File: src/design/pbam_pkg.sv
// Package for the page bank address mapper.
// Region, item kind and page mode codes, plus the fixed offsets.
// No dependencies.
package pbam_pkg;

	localparam int KindW   = 2;
	localparam int AddrW   = 16;
	localparam int ByteW   = 8;
	localparam int RegionW = 3;
	localparam int OffW    = 17;
	localparam int BankW   = 4;
	localparam int NumBank = 8;
	localparam int LowW    = 13;

	localparam logic [KindW-1:0] KIND_READ  = 2'd0;
	localparam logic [KindW-1:0] KIND_WRITE = 2'd1;
	localparam logic [KindW-1:0] KIND_MODE  = 2'd2;

	localparam logic [1:0] MODE_BIOS   = 2'd0;
	localparam logic [1:0] MODE_EXT    = 2'd1;
	localparam logic [1:0] MODE_BANKED = 2'd2;
	localparam logic [1:0] MODE_RAM    = 2'd3;

	localparam logic [1:0] PAGE_0 = 2'd0;
	localparam logic [1:0] PAGE_1 = 2'd1;
	localparam logic [1:0] PAGE_2 = 2'd2;
	localparam logic [1:0] PAGE_3 = 2'd3;

	localparam logic [RegionW-1:0] RG_BIOS   = 3'd0;
	localparam logic [RegionW-1:0] RG_EXT    = 3'd1;
	localparam logic [RegionW-1:0] RG_BANKED = 3'd2;
	localparam logic [RegionW-1:0] RG_CART   = 3'd3;
	localparam logic [RegionW-1:0] RG_RAM    = 3'd4;
	localparam logic [RegionW-1:0] RG_NONE   = 3'd5;

	// 0x18000: upper bits of the fixed bank window
	localparam logic [OffW-LowW-1:0] FIXED_HI = 4'b1100;

endpackage

File: src/design/page_bank_address_mapper.sv
// Top level of the page bank address mapper.
// Holds the page mode byte, the bank registers and the two-stage beat pipeline.
// Depends on pbam_pkg.

// Translates one CPU access per clock: a beat taken on the slave side is held in an
// input register, mapped through the page mode byte and bank registers, and then
// registered in the result register, so a beat is accepted every cycle while the
// master side takes results. Mode and bank updates take effect for the next beat.
module page_bank_address_mapper
	import pbam_pkg::*;
(
	input  logic        clk,
	input  logic        arst_n,
	input  logic        s_tvalid,
	output logic        s_tready,
	input  logic [23:0] s_tdata,   // address[15:0], write_data[23:16]
	input  logic [1:0]  s_tuser,   // kind[1:0]
	output logic        m_tvalid,
	input  logic        m_tready,
	output logic [31:0] m_tdata,   // region_offset[16:0], ram_data[24:17], zero[31:25]
	output logic [3:0]  m_tuser    // region[2:0], ram_write[3]
);

	logic               valid_s1;
	logic [KindW-1:0]   kind_s1;
	logic [AddrW-1:0]   addr_s1;
	logic [ByteW-1:0]   data_s1;

	logic               valid_s2;
	logic [RegionW-1:0] region_s2;
	logic [OffW-1:0]    off_s2;
	logic               wr_s2;
	logic [ByteW-1:0]   wdata_s2;

	logic [ByteW-1:0]   modes_q;
	logic [BankW-1:0]   bank_q [NumBank];

	logic               adv;
	logic               fire_s1;
	logic [1:0]         page;
	logic               half;
	logic [LowW-1:0]    low;
	logic [1:0]         mode;
	logic [BankW-1:0]   bank_rd;
	logic [2:0]         bank_lo;
	logic [2:0]         bank_hi;
	logic               bank_we;
	logic [RegionW-1:0] region_d;
	logic [OffW-1:0]    off_d;
	logic               wr_d;
	logic [ByteW-1:0]   wdata_d;

	assign adv      = !valid_s2 || m_tready;
	assign s_tready = !valid_s1 || adv;
	assign fire_s1  = valid_s1 && adv;

	assign page    = addr_s1[15:14];
	assign half    = addr_s1[13];
	assign low     = addr_s1[LowW-1:0];
	assign bank_rd = bank_q[{page, half}];
	// mirrored bank write: index & 5, and that OR 2
	assign bank_lo = {page[1], 1'b0, half};
	assign bank_hi = {page[1], 1'b1, half};

	always_comb begin
		unique case (page)
			PAGE_0:  mode = modes_q[1:0];
			PAGE_1:  mode = modes_q[3:2];
			PAGE_2:  mode = modes_q[5:4];
			PAGE_3:  mode = modes_q[7:6];
			default: mode = modes_q[1:0];
		endcase
	end

	always_comb begin
		region_d = RG_NONE;
		off_d    = '0;
		wr_d     = 1'b0;
		wdata_d  = '0;
		bank_we  = 1'b0;
		unique case (kind_s1)
			KIND_READ: begin
				if (mode == MODE_BANKED) begin
					region_d = RG_BANKED;
					off_d    = {bank_rd, low};
				end else begin
					region_d = RG_BANKED;
					off_d    = {FIXED_HI, low};
					unique case (page)
						PAGE_0: begin
							if (mode == MODE_BIOS) begin
								region_d = RG_BIOS;
								off_d    = {3'b000, half, low};
							end else if (mode == MODE_EXT) begin
								region_d = RG_EXT;
								off_d    = {3'b001, half, low};
							end
						end
						PAGE_1: begin
							if (mode == MODE_BIOS) begin
								region_d = RG_BIOS;
								off_d    = {3'b001, half, low};
							end
						end
						PAGE_2: begin
							if (mode == MODE_BIOS) begin
								region_d = RG_CART;
								off_d    = {3'b001, half, low};
							end
						end
						PAGE_3: begin
							if (mode == MODE_RAM) begin
								region_d = RG_RAM;
								off_d    = {3'b000, half, low};
							end
						end
						default: ;
					endcase
				end
			end
			KIND_WRITE: begin
				if (mode == MODE_BANKED) begin
					bank_we = 1'b1;
				end else if (page == PAGE_3 && mode == MODE_RAM) begin
					region_d = RG_RAM;
					off_d    = {3'b000, addr_s1[13:0]};
					wr_d     = 1'b1;
					wdata_d  = data_s1;
				end
			end
			default: ;
		endcase
	end

	always_ff @(posedge clk or negedge arst_n) begin
		if (!arst_n) begin
			valid_s1 <= 1'b0;
			valid_s2 <= 1'b0;
			modes_q  <= '0;
			for (int i = 0; i < NumBank; i++) begin
				bank_q[i] <= '0;
			end
		end else begin
			if (s_tready) begin
				valid_s1 <= s_tvalid;
			end
			if (adv) begin
				valid_s2 <= valid_s1;
			end
			if (fire_s1 && kind_s1 == KIND_MODE) begin
				modes_q <= data_s1;
			end
			if (fire_s1 && bank_we) begin
				bank_q[bank_lo] <= data_s1[BankW-1:0];
				bank_q[bank_hi] <= data_s1[BankW-1:0];
			end
		end
	end

	always_ff @(posedge clk) begin
		if (s_tready && s_tvalid) begin
			kind_s1 <= s_tuser;
			addr_s1 <= s_tdata[15:0];
			data_s1 <= s_tdata[23:16];
		end
		if (fire_s1) begin
			region_s2 <= region_d;
			off_s2    <= off_d;
			wr_s2     <= wr_d;
			wdata_s2  <= wdata_d;
		end
	end

	assign m_tvalid = valid_s2;
	assign m_tdata  = {7'd0, wdata_s2, off_s2};
	assign m_tuser  = {wr_s2, region_s2};

`ifndef NO_ASSERTIONS
	a_ram_write_region: assert property (@(posedge clk) disable iff (!arst_n)
		(m_tvalid && wr_s2) |-> (region_s2 == RG_RAM && off_s2[OffW-1:14] == '0))
		else $error("ram write outside work ram region");

	a_bank_mirror: assert property (@(posedge clk) disable iff (!arst_n)
		(bank_q[0] == bank_q[2] && bank_q[1] == bank_q[3] &&
		 bank_q[4] == bank_q[6] && bank_q[5] == bank_q[7]))
		else $error("bank register mirror broken");

	a_ready_when_empty: assert property (@(posedge clk) disable iff (!arst_n)
		!valid_s2 |-> s_tready)
		else $error("input stalled with empty result register");
`endif

endmodule
File: config.mk
export PLATFORM = sky130hd
export DESIGN_NAME = page_bank_address_mapper
export DESIGN_NICKNAME = d
export VERILOG_FILES = /design/src/design/pbam_pkg.sv /design/src/design/page_bank_address_mapper.sv
export SDC_FILE = /design/constraint.sdc
export NUM_CORES = 1
export LEC_CHECK = 0
export ABC_AREA = 1
export BUFFER_PORTS_ARGS = -buffer_cell sky130_fd_sc_hd__buf_2
export CORE_MARGIN = 3
export CORE_UTILIZATION = 50
export CTS_BUF_LIST = sky130_fd_sc_hd__clkbuf_8
export CTS_CLUSTER_SIZE = 14
export DETAILED_ROUTE_END_ITERATION = 10
export GPL_TIMING_DRIVEN = 0
export PLACE_DENSITY_LB_ADDON = 0.3
export SYNTH_ARGS = -nofsm -noshare
export SYNTH_HDL_FRONTEND = slang
export SYNTH_SLANG_ARGS = --single-unit
File: constraint.sdc
create_clock -name clk -period 2.04 [get_ports clk]
set_input_delay 0.408 -clock clk [delete_from_list [all_inputs] [get_ports clk]]
set_output_delay 0.408 -clock clk [all_outputs]
set_load 0.02 [all_outputs]
# Yosys cells after proc, flatten, opt, wreduce, memory -nomap -nowiden

Cells that the tools add are included.

Register bits after elaboration: 97
Bits in read-only memories: 0
Memories kept: 0
Bits in latches: 0
Bits in writable memories: 0

$mul: 0
Bitwise logic cells: 5
Reduce and logical (&&, ||, !) cells: 17
Equal/unequal tests: 8
Shift-type cells: 0
Add/subtract/negate cells: 0
Order comparisons: 5
Multiplexer cells: 32
Div/mod/pow operators: 0

Operator list:

| kind                                                       | count |
|---|---|
| two-way mux 17 bit                                         | 5 |
| bitwise mux 32 bit                                         | 2 |
| case mux 17 bit (3 select lines)                           | 1 |
| case mux 17 bit (2 select lines)                           | 1 |
| two-way mux 14 bit                                         | 2 |
| demux 4 bit (select 3 bit)                                 | 2 |
| two-way mux 4 bit                                          | 4 |
| binary-select mux 4 bit (select 3 bit)                     | 1 |
| greater-or-equal comparator 4 bit, second input constant   | 3 |
| NOT 3 -> 4 bit                                             | 3 |
| case mux 3 bit (4 select lines)                            | 1 |
| equality test 2 bit, second input constant                 | 5 |
| less-than comparator 4 x 1 -> 1 bit, second input constant | 2 |
| case mux 2 bit (4 select lines)                            | 1 |
| logical AND 1 bit                                          | 7 |
| equality test 2 x 1 -> 1 bit, second input constant        | 3 |
| logical NOT 2 bit                                          | 3 |
| two-way mux 1 bit                                          | 6 |
| two-way mux 2 bit                                          | 3 |
| two-way mux 3 bit                                          | 2 |
| case mux 3 bit (2 select lines)                            | 1 |
| OR reduction 2 bit                                         | 2 |
| OR reduction 3 bit                                         | 1 |
| logical NOT 1 bit                                          | 2 |
| other kinds (2)                                            | 4 |

# Longest topological paths before layout

Gate-level depths: netlist (run 1).

Depth in word-level cells: 8
Gate-level depth with buffers: 14

# Worst setup path after synthesis (run 1)

OpenSTA, ideal clock, no wires.

Path type: register to register
Start point: reg addr_s1[14]
End point: reg off_s2[10], data pin
Arrival: 1988 ps
Stages on the path, launching flop included: 12
Library setup time: 256 ps
Path slack: -204 ps
Path buffers: 2
Cell sequence: edfxtp_1 -> inv_1 -> clkbuf_1 -> ha_1 -> inv_4 -> nor2_2 -> nor2_1 -> nand3_2 -> nor2_4 -> nor2_1 -> buf_2 -> nor2_1

Cells in the longest elaborated chain, start to end: 7
Elaborated cells between the ends (all ways): 16
Classes of those cells: 5 x eq/ne; 7 x mux; 4 x reduce/logical

RTL lines:

| what                                                                          | RTL line                                                                                        | source |
|---|---|---|
| start: declaration                                                            | page_bank_address_mapper.sv:26                                                                  | `logic [AddrW-1:0] addr_s1;` |
| start signal: assignment                                                      | page_bank_address_mapper.sv:163                                                                 | `addr_s1 <= s_tdata[15:0];` |
| equality test 2 bit, or another cell as far along                             | page_bank_address_mapper.sv:66, page_bank_address_mapper.sv:89, page_bank_address_mapper.sv:124 |  |
| case mux 2 bit (4 select lines)                                               | page_bank_address_mapper.sv:66                                                                  | `unique case (page)` |
| logical NOT 2 bit / equality test 2 bit (equally long branches)               | page_bank_address_mapper.sv:91, page_bank_address_mapper.sv:124                                 |  |
| two-way mux 17 bit / logical AND 1 bit (equally long branches)                | page_bank_address_mapper.sv:91, page_bank_address_mapper.sv:124                                 |  |
| case mux 17 bit (3 select lines) / two-way mux 14 bit (equally long branches) | page_bank_address_mapper.sv:89, page_bank_address_mapper.sv:124                                 |  |
| two-way mux 17 bit / two-way mux 14 bit (equally long branches)               | page_bank_address_mapper.sv:83, page_bank_address_mapper.sv:122                                 |  |
| case mux 17 bit (2 select lines) (*)                                          | page_bank_address_mapper.sv:81                                                                  | `unique case (kind_s1)` |
| end signal: assignment                                                        | page_bank_address_mapper.sv:168                                                                 | `off_s2 <= off_d;` |
| end: declaration                                                              | page_bank_address_mapper.sv:31                                                                  | `logic [OffW-1:0] off_s2;` |

Every way passes the cells marked *; elsewhere a longest branch is shown, timed or not.
A chain may end at the register's enable or synchronous reset.

# Final worst setup path (run 1)

Start point: reg addr_s1[15]
End point: reg bank_q[0] (netlist bit)

Cells in the longest elaborated chain, start to end: 7
Elaborated cells between the ends (all ways): 23
Classes of those cells: 4 x order compare; 4 x eq/ne; 9 x mux; 2 x bitwise; 4 x reduce/logical

RTL lines:

| what                                                                                                                  | RTL line                        | source |
|---|---|---|
| NOT 3 -> 4 bit (implied by the code)                                                                                  | page_bank_address_mapper.sv:154 | `bank_q[bank_lo] <= data_s1[BankW-1:0];` |
| greater-or-equal comparator 4 bit (implied by the code) / less-than comparator 4 x 1 -> 1 bit (equally long branches) | page_bank_address_mapper.sv:154 |  |
| logical AND 1 bit (implied by the code)                                                                               | page_bank_address_mapper.sv:154 |  |
| two-way mux 4 bit (implied by the code)                                                                               | page_bank_address_mapper.sv:154 |  |
| demux 4 bit (select 3 bit)                                                                                            | page_bank_address_mapper.sv:154 |  |
| bitwise mux 32 bit                                                                                                    | page_bank_address_mapper.sv:154 |  |
| bitwise mux 32 bit                                                                                                    | page_bank_address_mapper.sv:155 | `bank_q[bank_hi] <= data_s1[BankW-1:0];` |
| end signal: indexed assignment                                                                                        | page_bank_address_mapper.sv:154 |  |
| end signal: indexed assignment                                                                                        | page_bank_address_mapper.sv:155 |  |
| end: declaration                                                                                                      | page_bank_address_mapper.sv:36  | `logic [BankW-1:0] bank_q [NumBank];` |

Several ways; a longest one is shown, not always the timed one.

==> out/qor.yml, run 1 <==
critPathSlowestCell: "edfxtp_1"
ant_nets: 0
worstPathRequired_ns: 2.30
clock_latency_ns: 0.37
initial_core_util: 0.522
end_kind: "flip-flop"
holdWs_ns: 0.190
fin_ws_ns: -0.00128
via_count: 3031
gp_congestion: 0.904
avgSynthCellArea_um2: 10.6
r2r-end: "bank_q[0]"
ios: 68
synth-edff-count: 55
cp-start-kind: "flip-flop"
grt_pass1_wl_um: 13800
die_area_um2: 9260
relSlewSlack: 0.364
dp_cells: 551
via_per_inst: 5.23
seq_area_frac_synth: 0.664
hold_class: "in2async"
violations: "negative setup slack"
setup_viol: 1
coreArea_um2: 7810
clk_pin_slew_ns: 0.10
ctsHoldBuffers: 0
rr_startpoint: "addr_s1[15]"
pre_cts_ws_ns: -0.452
powerDensity_nw_per_um2: 977
h-tree-depth: 3
hold_viol_final: 0
drc: 0
design_area_um2: 5050
cts_buffers: 9
place_area_um2: 4540
ys_top_cells_by_count: "79 x nand2_1, 55 x edfxtp_1, 47 x inv_1"
maxCapViolCount: 0
grt_start_max_net_pins: 43
path_buf_inv: 3
r2r_setup_slack_ns: -0.001
area_growth_pct: 24.0
p_leak_nw: 2.37
drive_gt1_frac: 0.308
gr-usage-all-layers: 0.197
cts_tree: "yes"
drtIter0Drc: 173
wirelength_um: 8550
crit_type: "reg2reg"
ys_ff_latch: 97
max_freq_mhz: 490
dr.pass1.iters: 5
clock_path_buffers: 2
finalCritPeriodShare: 1.00
synth_top_area_cell: "edfxtp_1"
min_period_ns: 2.04
crit_fanout: 10
fin_setup_tns_ns: -0.00128
cts-root-buf: "clkbuf_8"
finalMaxSlewViolations: 0
antenna_found_initial: 0
cts.sinks: 97
wl_per_cell_um: 14.7
worst_path_dominant_cell_family: "simple AND/OR/NAND/NOR gates"
n_antenna_cell: 0
ff2ff_path_depth: 12
die_w_um: 96.3
rows: 32
synthTopCellsByArea: "edfxtp_1 41%, dfrtp_1 26%, nand2_1 7.3%"
crit_chain: "buf_6, ha_4, nand2_2, nand2_2, nor2_4, nor2_4, nor2_4, nand4_4, buf_8, buf_12, o21ai_2, nand2_1"
cp.arrival_ns: 2.30
async_reset_ff_frac: 0.433
ys_warn_count: 0
io_buffers: 60
final_cell_count_no_fill: 580
die_height_um: 96.3
finalNetCount: 507
status: "complete, but fails checks"
yosys.cell_types.count: 28
peakVddDrop_mv: 0.597
dp.final_hpwl_um: 5530
crit_top_cell: "nor2_4"
rsz0062_at_grt: "yes"
tightest_slew_ns: 0.953
syn_area_um2: 4070
synth_ff_type: "edfxtp_1"
synth_most_common_cell: "nand2_1"
grt_pass1_vias: 2932
finalClockSkew_ns: 0.0120
grt.overflow.total: 0
cpPeakStageDelay_ns: 0.49
synth_top_area_share: 0.406
synthCells: 383
power by group:
group,switching (W),internal (W),total [W]
Clock,0.000761,0.000490,0.00125
Sequential,0.000173,0.00247,0.00265
Combinational,0.000668,0.000368,0.00104
area by class of cell:
class	instances	area, um^2
fillers	610	2760
clock buffers	9	124
plain buffers	15	123
well taps	102	128
inverters	50	199
clock inverters	7	81.3
repair buffers	73	430
flip-flops and latches	97	2700
multi-input cells	226	1260
repair inverters	1	5.00
worst register-to-register path, delay by kind of cell (launching register included):
family                     cells  cell delay [ns]
and+or+nand+nor                7             0.64
buffers and inverters          3             0.52
DFF                            1             0.49
adders and majority gates      1             0.17
AOI/OAI and AO/OA              1             0.11
worst max-delay path by stage:
| stage | from | to | slack, ns | depth (start not counted) |
|---|---|---|---|---|
| after floorplan | addr_s1[14] | bank_q[16] | 0.02 | 12 |
| after global placement | addr_s1[14] | off_s2[4] | -0.43 | 12 |
| after detailed placement | addr_s1[14] | off_s2[12] | -0.45 | 12 |
| after CTS | addr_s1[15] | off_s2[12] | 0.006 | 11 |
| after global routing | addr_s1[15] | bank_q[23] | -0.11 | 12 |
| final | addr_s1[15] | bank_q[0] | -0.001 | 12 |
what timing repair did:
item	4_1_cts	5_1_grt
setup endpoints to repair	67	57
pin swaps	3	7
gates resized for setup	13	39
setup buffers	10	2
cloned	2	0
cell families after synthesis:
family                     synth area share
and+or+nand+nor                       0.146
DFF                                   0.664
buffers and inverters                0.0731
other                              0.000921
adders and majority gates            0.0123
AOI/OAI and AO/OA                     0.104
metal layers:
layer,part of all wire,track usage,vias to the layer above
li1,-,-,1444
met1,0.42,0.274,1429
met2,0.47,0.298,145
met3,0.088,0.0586,13
met4,0.014,0.0628,0
met5,0,0,-
state kept, by name, summed over array words and instances (netlist names):
signal,cells
bank_q,32
kind_s1,2
data_s1,8
addr_s1,16
m_tvalid,1
wdata_s2,8
region_s2,3
modes_q,8
off_s2,17
wr_s2,1
valid_s1,1
stage by stage:
stage                util  power (W)
floorplan               -    0.00327
global placement    0.581    0.00352
detailed placement  0.581    0.00357
CTS                 0.626    0.00486
global route        0.647    0.00523
finish              0.647    0.00493
cell usage in the layout, fill, tap and decap left out, types with 2 or more instances in the layout:
| cell | n |
|---|---|
| buf_2 | 61 |
| dfrtp_1 | 42 |
| buf_6 | 3 |
| buf_4 | 18 |
| o21ai_2 | 9 |
| nor2_2 | 3 |
| nand3_1 | 13 |
| clkinv_8 | 2 |
| edfxtp_1 | 55 |
| inv_4 | 3 |
| nand2_1 | 70 |
| clkbuf_1 | 3 |
| inv_8 | 2 |
| nor2_4 | 9 |
| clkbuf_8 | 9 |
| a31oi_1 | 3 |
| o211ai_1 | 4 |
| o21ai_1 | 9 |
| clkinv_4 | 2 |
| conb_1 | 7 |
| a21oi_1 | 17 |
| nor2_1 | 26 |
| o21ai_0 | 37 |
| inv_1 | 44 |
| ha_4 | 4 |
| nand2_2 | 10 |
(Power assumes the default switching activity.)
==> run 2, diff against run 1 <==
--- a/config.mk
+++ b/config.mk
@@ -13,7 +13,8 @@
 export CTS_CLUSTER_SIZE = 14
 export DETAILED_ROUTE_END_ITERATION = 10
 export GPL_TIMING_DRIVEN = 0
-export PLACE_DENSITY_LB_ADDON = 0.3
+export PLACE_DENSITY = 0.84
+export REMOVE_ABC_BUFFERS = 1
 export SYNTH_ARGS = -nofsm -noshare
 export SYNTH_HDL_FRONTEND = slang
 export SYNTH_SLANG_ARGS = --single-unit
==> run 2 against run 1 <==
Against the previous run:
- the flow still finishes with violations (negative setup slack)
- non-clock buffer count shrank 5
- clock-buffer cell count did not move
- largest power group unchanged
- register-to-register slack lost 0.26 ns
- sequential power about the same
- critical path type unchanged
==> out/qor.yml, run 2 (synthesis gave the netlist of run 1 again) <==
fin_ws_ns: -0.259  # -0.258 ns
crit_type: "reg2reg"
die_w_um: 96.3  # unchanged
rows: 32  # unchanged
n_antenna_cell: 0  # unchanged
status: "complete, but fails checks"
relSlewSlack: 0.342  # -0.0220
crit_top_cell: "nor2_4"
wirelength_um: 10100  # +19%
max_flop_register: "bank_q"
holdWs_ns: 0.165  # -0.0244 ns
crit_fanout: 10  # unchanged
r2r_setup_slack_ns: -0.26  # -0.26 ns
cts.sinks: 97  # unchanged
cp-start-kind: "flip-flop"
h-tree-depth: 3  # unchanged
max_freq_mhz: 435  # -11%
r2r-end: "bank_q[3]"
min_period_ns: 2.30  # +0.258 ns
crit_chain: "buf_4, buf_6, ha_4, nand2_1, nand2_2, nor2_4, nor2_4, nor2_4, buf_4, nand4_4, o21ai_1, nand2_2"
cp.arrival_ns: 2.57  # +0.27 ns
area_growth_pct: 26.9
p_leak_nw: 2.38  # +0.24%
dp.final_hpwl_um: 5300  # -4.1%
finalMaxSlewViolations: 0  # unchanged
tightest_slew_ns: 0.985  # +0.0319 ns
drtIter0Drc: 403  # +130%
clock_latency_ns: 0.38  # about the same
dp_cells: 535  # -2.9%
grt.overflow.total: 0  # unchanged
wl_per_cell_um: 17.6  # +19%
peakVddDrop_mv: 0.773  # +29%
finalCritPeriodShare: 1.13  # +0.126
clk_pin_slew_ns: 0.11  # about the same
drive_gt1_frac: 0.368  # +0.0609
clock_path_buffers: 2  # unchanged
ant_nets: 0  # unchanged
gp_congestion: 0.933  # +3.2%
final_cell_count_no_fill: 577  # -0.52%
cts_tree: "yes"
design_area_um2: 5170  # +2.3%
gr-usage-all-layers: 0.217  # +0.0195
via_count: 3212  # +6.0%
finalClockSkew_ns: 0.0195  # +0.00750 ns
ios: 68  # unchanged
pre_cts_ws_ns: -1.17  # -0.715 ns
critPathSlowestCell: "edfxtp_1"
die_area_um2: 9260  # unchanged
cts_buffers: 9  # unchanged
rr_startpoint: "addr_s1[14]"
finalNetCount: 504  # -0.59%
worstPathRequired_ns: 2.31  # about the same
ff2ff_path_depth: 12  # unchanged
layout_common_cells: "60 x buf_2, 55 x edfxtp_1, 53 x nand2_1"
maxCapViolCount: 0  # unchanged
drc: 0  # unchanged
via_per_inst: 5.57  # +6.5%
violations: "negative setup slack"
reg_top3: "bank_q: 32 flops, off_s2: 17 flops, addr_s1: 16 flops"
cpPeakStageDelay_ns: 0.49  # about the same
initial_core_util: 0.522  # unchanged
end_kind: "flip-flop"
final_common_cell: "buf_2"
cts-root-buf: "clkbuf_8"
grt_pass1_vias: 3014  # +2.8%
die_height_um: 96.3  # unchanged
setup_viol: 59  # +58
rsz0062_at_grt: "yes"
n_fill_cell: 524  # -14%
coreArea_um2: 7810  # unchanged
powerDensity_nw_per_um2: 985  # +0.83%
hold_class: "in2async"
place_area_um2: 4420  # -2.6%
io_buffers: 60  # unchanged
ctsHoldBuffers: 0  # unchanged
hold_viol_final: 0  # unchanged
final_core_utilization: 0.662  # +0.0151
largest_reg_flops: 32  # unchanged
grt_start_max_net_pins: 43  # unchanged
antenna_found_initial: 0  # unchanged
grt_pass1_wl_um: 14900  # +7.7%
dr.pass1.iters: 5  # unchanged
run 2: changes by cell type in the layout (fill, tap and decap cells not counted), sizes merged:
cell,previous run,this run
clkbuf,12,9
inv,51,49
clkinvlp,2,4
buf,84,83
nor2,39,40
nand4,1,2
bufbuf,1,0
run 2: per-stage QoR:
| stage | setup TNS [ns] | power [W] |
|---|---|---|
| global route | -11.26 | 0.00531 |
| CTS | -0.328 | 0.00489 |
| floorplan | -12.10 | 0.00324 |
| detailed placement | -49.25 | 0.00354 |
| global placement | -44.39 | 0.00348 |
| finish | -8.49 | 0.00509 |
run 2: how the worst max path moves through the flow:
stage,start,endpoint
2_1_floorplan,m_tvalid,bank_q[4]
3_3_place_gp,m_tready,bank_q[4]
3_5_place_dp,m_tready,bank_q[7]
4_1_cts,addr_s1[14],bank_q[6]
5_1_grt,addr_s1[14],bank_q[11]
6_report,addr_s1[14],bank_q[3]
run 2: where the power goes:
part / internal (W) / leakage [nW] / switching (W)
registers: 0.00247 / 1.04 / 0.000187
clock network: 0.000489 / 0.103 / 0.000763
logic: 0.000401 / 1.23 / 0.000775
total: 0.00336 / 2.38 / 0.00173
run 2: worst max-delay path: cells and delay by family (launching register included):
kind / cells / cell delay, ns
AND/OR/NAND/NOR: 7 / 0.76
AO/OA/AOI/OAI: 1 / 0.29
adder cells (fa/ha/maj): 1 / 0.18
buffers and inverters: 3 / 0.46
flip-flops: 1 / 0.49
run 2: repair_timing:
item | in CTS | in global routing
resized for setup | 39 | 57
endpoints found under the setup margin | 69 | 59
buffers inserted | 16 | 6
gates cloned | 4 | 0
pin swaps | 11 | 14
run 2: area by class of cell:
type	count	area, um^2	share of cell area
Clock buffer	9	124	0.0240
Clock inverter	7	81.3	0.0157
Inverter	50	209	0.0404
Multi-Input combinational cell	228	1390	0.269
Sequential cell	97	2700	0.523
Tap cell	102	128	0.0247
Timing Repair Buffer	83	526	0.102
Timing Repair inverter	1	5.00	0.000969
run 2: metal layers:
| metal | vias up | global-route usage | routed length (um) |
|---|---|---|---|
| met3 | 52 | 0.0375 | 791 |
| met4 | 0 | 0.120 | 483 |
| li1 | 1437 | - | - |
| met5 | - | 0 | 0 |
| met2 | 196 | 0.354 | 5120 |
| met1 | 1527 | 0.274 | 3760 |
